==> src/design/cbs_pkg.sv <==
// shared widths, constants and types for the cubic b-spline point evaluator
package cbs_pkg;

   // field formats
   localparam int COORD_BITS  = 32;
   localparam int U_FRAC_BITS = 16;
   localparam int AXIS_W      = 2;
   localparam int U_W         = U_FRAC_BITS + 1;

   // u = 1.0 in Q1.F
   localparam logic [U_W-1:0] U_ONE = U_W'(1) << U_FRAC_BITS;

   // powers of u
   localparam int P2_W = 2 * U_FRAC_BITS + 1;
   localparam int P3_W = 3 * U_FRAC_BITS + 1;

   // basis weights are exact integers in units of 1/(6*2^(3F)), each at most 4*2^(3F)
   localparam int WEIGHT_W = 3 * U_FRAC_BITS + 3;
   localparam int W_LO_W   = WEIGHT_W / 2;
   localparam int W_HI_W   = WEIGHT_W - W_LO_W;

   // partial products of weight halves times a signed coordinate
   localparam int LO_PROD_W = W_LO_W + 1 + COORD_BITS;
   localparam int HI_PROD_W = W_HI_W + 1 + COORD_BITS;
   localparam int LO_SUM_W  = LO_PROD_W + 2;
   localparam int HI_SUM_W  = HI_PROD_W + 2;
   localparam int SUM_W     = WEIGHT_W + COORD_BITS + 4;

   // floor divide by 6: sum is shifted by 3F+1 and biased by 3*2^(C-1) so that
   // the dividend of the final divide by 3 is non-negative
   localparam int DIV_N_W   = COORD_BITS + 2;
   localparam int DIV_DROP  = 3 * U_FRAC_BITS + 1;
   localparam logic [SUM_W-1:0] DIV_OFFSET = SUM_W'(3) << (COORD_BITS + 3 * U_FRAC_BITS);

   // reciprocal of 3: ceil(2^k/3) with k = C+3 is exact for dividends below 2^(C+2)
   localparam int DIV_SHIFT = COORD_BITS + 3;
   localparam int RECIP_W   = COORD_BITS + 2;
   localparam logic [RECIP_W-1:0] RECIP = RECIP_W'((64'd1 << DIV_SHIFT) / 64'd3 + 64'd1);
   localparam int R_LO_W    = RECIP_W / 2;
   localparam int R_HI_W    = RECIP_W - R_LO_W;
   localparam int RPROD_W   = DIV_N_W + RECIP_W;

   typedef logic signed [COORD_BITS-1:0] coord_type;
   typedef logic [WEIGHT_W-1:0]          weight_type;
   typedef logic [DIV_N_W-1:0]           div_num_type;

   typedef struct packed {
      weight_type w0;
      weight_type w1;
      weight_type w2;
      weight_type w3;
   } weights_type;

   typedef struct packed {
      logic [AXIS_W-1:0] axis;
      coord_type         point_a;
      coord_type         point_b;
      coord_type         point_c;
      coord_type         point_d;
   } item_type;

endpackage

==> src/design/cbs_div6.sv <==
// two-stage divide by 3 through a split reciprocal multiply, result re-centered
module cbs_div6
   import cbs_pkg::*;
(
   input  logic        clock,
   input  logic        reset,
   input  logic        in_valid,
   input  div_num_type dividend,
   output logic        out_valid,
   output coord_type   quotient
);

   localparam logic [R_LO_W-1:0] RECIP_LO = RECIP[R_LO_W-1:0];
   localparam logic [R_HI_W-1:0] RECIP_HI = RECIP[RECIP_W-1:R_LO_W];

   logic [1:0]                  valid_ff;
   logic [DIV_N_W+R_LO_W-1:0]   prod_lo_in;
   logic [DIV_N_W+R_HI_W-1:0]   prod_hi_in;
   logic [DIV_N_W+R_LO_W-1:0]   prod_lo_ff;
   logic [DIV_N_W+R_HI_W-1:0]   prod_hi_ff;
   logic [RPROD_W-1:0]          prod_all;
   logic [COORD_BITS-1:0]       quo_biased;
   coord_type                   quotient_in;
   coord_type                   quotient_ff;

   always_ff @(posedge clock) begin
      if (reset) begin
         valid_ff <= '0;
      end else begin
         valid_ff <= {valid_ff[0], in_valid};
      end
   end

   always_comb begin
      prod_lo_in = (DIV_N_W+R_LO_W)'(dividend) * (DIV_N_W+R_LO_W)'(RECIP_LO);
      prod_hi_in = (DIV_N_W+R_HI_W)'(dividend) * (DIV_N_W+R_HI_W)'(RECIP_HI);
   end

   always_ff @(posedge clock) begin
      prod_lo_ff <= prod_lo_in;
      prod_hi_ff <= prod_hi_in;
   end

   // recombine halves, then remove the 2^(C-1) bias by flipping the top bit
   always_comb begin
      prod_all    = (RPROD_W'(prod_hi_ff) << R_LO_W) + RPROD_W'(prod_lo_ff);
      quo_biased  = prod_all[DIV_SHIFT +: COORD_BITS];
      quotient_in = {~quo_biased[COORD_BITS-1], quo_biased[COORD_BITS-2:0]};
   end

   always_ff @(posedge clock) begin
      quotient_ff <= quotient_in;
   end

   assign out_valid = valid_ff[1];
   assign quotient  = quotient_ff;

endmodule

==> config.mk <==
export PLATFORM = sky130hd
export DESIGN_NAME = cbs_div6
export DESIGN_NICKNAME = d
export VERILOG_FILES = /design/src/design/cbs_pkg.sv /design/src/design/cbs_div6.sv
export SDC_FILE = /design/constraint.sdc
export NUM_CORES = 1
export LEC_CHECK = 0
export ABC_AREA = 1
export BUFFER_PORTS_ARGS = -buffer_cell sky130_fd_sc_hd__buf_2
export CORE_ASPECT_RATIO = 1.2
export CORE_MARGIN = 5
export CORE_UTILIZATION = 65
export CTS_CLUSTER_SIZE = 30
export DETAILED_ROUTE_END_ITERATION = 10
export PLACE_DENSITY = 0.83
export SYNTH_ARGS = -nofsm -noshare
export SYNTH_HDL_FRONTEND = slang
export SYNTH_SLANG_ARGS = --single-unit
==> constraint.sdc <==
create_clock -name clock -period 15.2 [get_ports clock]
set_input_delay 3.04 -clock clock [delete_from_list [all_inputs] [get_ports clock]]
set_output_delay 3.04 -clock clock [all_outputs]
set_load 0.03 [all_outputs]
==> metrics.md <==
| Metric | Value |
|---|---|
| Peak Freq | between 0.1 and 0.15 GHz |
| Initial antenna violation count | 0 |
| Remaining DRCs | 0 |
| Critical path type | input pin to flop |
| Clock Root Buffer | clkbuf_16 |
| Number of synthesis warnings | 0 |
| # fillers | between 2000 and 3000 |
| Slowest cell on the critical path | fa_1 |
| Syn Area/Cell | about 7.2 um^2 |
| I/O Pins | 70 |
| Net Count, Synth | ~3600 |
| ANT nets after route | 0 |
| Met3 Usage GRT | just over 8% |
| CP max stage delay | 0.60 ns |
| Crit path launch type | input pin |
| Final setup margin | a little under 7 ns |
| Critical Path End Type | flop |
| Met2 usage | about two thirds |
| Die height | around 210 um |
| ANT cells | 0 |
| Clk_lat worst skew | 0.42 ns |
| CTS sink cnt | ~120 |
| Share of post-route cells with drive strength above 1 | around 4.9% |
| Hold Path Cell Cnt | 2 |
| CP max FO | 8 |
| Htree depth | 4 |
| Post-DP HPWL | 66.0 mm |
| Cells after Synth | 3025 |
| Most common cell after layout, fill and taps aside | inv_1 |
| Rows | between 70 and 80 |
| Most frequent CP cell | fa_1 |
| Worst r2r src | prod_lo_ff[49]$_DFF_P_ |
| Synth cell types | 42 |
| RR Endpoint | quotient[16]$_DFF_P_ |
| Vias in the first global route | about 21000 |
| Layout Nets | about 3700 |
| Levels on crit path | 18 |
| Hold_buf cts | 0 |
| GR Overflow Total | 0 |
| Initial core utilization | ~66% |
| Reg2reg setup slack | 12.97 ns |
| Vias per cell | ~5.7 |
| Part of the Yosys area used for sequential elements | between 10% and 20% |
| Data required, critical path | 15.48 ns |
| Worst Path Buf+Inv | 2 |
| Die Wd | between 150 and 200 um |
| WL/cell | 20.9 um |
| Commonest non-fill, non-tap cells in the layout | inv_1, nand2_1, ha_1 |
| Gr busiest metal | met2 |
| CTS clk-pin slew, worst paths | approximately 0.06 ns |
| Port bufs | between 60 and 70 |
| PostCTS Resize Cnt | 0 |
| Via count | slightly above 20000 |
| Final Cycle Share | 54.5% |
| Final hold viol count | 0 |
| Iteration-0 DRC Markers | between 2000 and 2500 |
| Final Instance Area | ~23000 um^2 |
| Number of register bits inferred by synthesis | 117 |
| Largest net degree at the start of global routing | 17 |
| Postcts setup bufs | 0 |
| Mapped cell area | between 20000 and 25000 um^2 |
| FF-to-FF path depth | 8 |
| Hold EP | valid_ff[1]$_SDFF_PP0_ |
| Final Slew Violations | 0 |
| Core ar. | roughly 33000 um^2 |
| Post-Route Setup TNS | 0 ns |
| CTS tree | yes |
| RSZ-0062 raised after global routing | no |
| Gr usage total | 40.6% |
| Post-Place Cell Area | about 23000 um^2 |
| Worst clock skew | 0.00823 ns |
| Worst hold path class | flop to flop |
| Die area | 37300 um^2 |
| Clk buf depth | 2 |
| Worst Max-Slew Pin Slew | between 0.6 and 0.7 ns |
| Crit-path cells | buf_2, ha_1, xor2_1, ha_1, a21oi_1, fa_1, fa_1, fa_1, fa_1, inv_1, ha_1, nand2_1, nor2_1, nand2_1, nor4_2, nand3_1, nand4_1, nand2_1 |
| Crit path time final | approximately 8.3 ns |
| Total CTS buffers | 17 |
| Maxcap violations | 0 |
| Place WS | ~6.7 ns |
| Drt total wl | 74.6 mm |
| 1st-pass router iterations | 6 |
| CP arrival | about 8.6 ns |
| Slew Limit Headroom | ~55% |
| Area growth, synth to finish | 7.06% |
| Worst path top cell family by delay | adder cells |
| Met1 Usage GRT | a little under half |
| Final Setup Violations | 0 |
| Worst hold start | valid_ff[0]$_SDFF_PP0_ |
| Status | finished clean |
| Placer Congestion | ~1.1 |
| First-pass GRT wire length | around 120 mm |
## per-layer routing
| metal | vias up | wire (um) |
|---|---|---|
| met2 | 1046 | 34300 |
| met3 | 363 | 6400 |
| met5 | - | 0 |
| li1 | 9348 | - |
| met1 | 9511 | 27200 |
| met4 | 0 | 6640 |
## worst reg2reg max path, stage by stage, from the launching register on
cell and delay [ns]:
dfxtp_1 0.34, ha_1 0.45, nand2_1 0.11, nor2_1 0.33
inv_1 0.12, o21ai_0 0.43, nor2_1 0.16, nand4_1 0.11
nand2_1 0.07
## sequential cells by signal (all words and copies together) (netlist names)
signal      flops
quotient       32
valid_ff        2
prod_hi_ff     50
prod_lo_ff     33
## stage by stage
| stage | utilization, % | hold slack (ns) | cells |
|---|---|---|---|
| after CTS | 70.3 | 0.417 | 3575 |
| final | 70.3 | 0.416 | 3575 |
| after global routing | 70.3 | 0.431 | 3575 |
| after detailed placement | 68.4 | 0.406 | 3544 |
| after floorplan | - | 0.388 | 3025 |
| after global placement | 68.4 | 0.399 | 3544 |
## how the worst max path moves through the flow
| stage | startpoint | end | slack, ns |
|---|---|---|---|
| 2_1_floorplan | dividend[21] | prod_hi_ff[48]$_DFF_P_ | 7.99 |
| 3_3_place_gp | dividend[1] | prod_hi_ff[37]$_DFF_P_ | 6.78 |
| 3_5_place_dp | dividend[1] | prod_hi_ff[37]$_DFF_P_ | 6.74 |
| 4_1_cts | dividend[1] | prod_hi_ff[37]$_DFF_P_ | 7.17 |
| 5_1_grt | dividend[5] | prod_hi_ff[37]$_DFF_P_ | 6.69 |
| 6_report | dividend[5] | prod_hi_ff[37]$_DFF_P_ | 6.92 |
## synthesized netlist by cell type, drive strengths merged
library cell,number,area share (%)
inv,796,14
nand2,706,12
ha,300,17
fa,279,26
nor2,276,5.1
a21oi,163,3.8
dfxtp,117,11
nand3,109,2.5
o21ai,80,1.9
xor2,52,2.1
nand4,44,1.3
xnor2,28,1.1
o21bai,20,0.72
nor3,19,0.53
a21o,8,0.28
nor4,6,0.30
a31oi,4,0.11
a21boi,3,0.10
nand3b,3,0.10
o21a,3,0.10
and2,2,0.063
clkinv,2,0.035
o211ai,2,0.092
or2,2,0.058
and3,1,0.029
## cell type report
class	instances	area [um^2]	share of cell area, %
clock buffers	17	425	1.83
clock inverters	14	204	0.875
inverters	798	3000	12.9
multi-input cells	2110	16400	70.5
flip-flops and latches	117	2340	10.1
well taps	450	563	2.42
repair buffers	69	345	1.48
## cells by family (layout without fill, tap and decap cells)
| group | Yosys count | count (layout) | share of synthesized area [%] |
|---|---|---|---|
| xor gates and xnor gates | 80 | 80 | 3.22 |
| buffers and inverters | 798 | 898 | 13.8 |
| and+or+nand+nor | 1168 | 1168 | 22.3 |
| DFF | 117 | 117 | 10.8 |
| AOI/OAI and AO/OA | 283 | 283 | 7.04 |
| adders and majority gates | 579 | 579 | 42.9 |
Power is not shown: default switching activity piles up to over one toggle a cycle in this logic, so the estimate is an artifact.
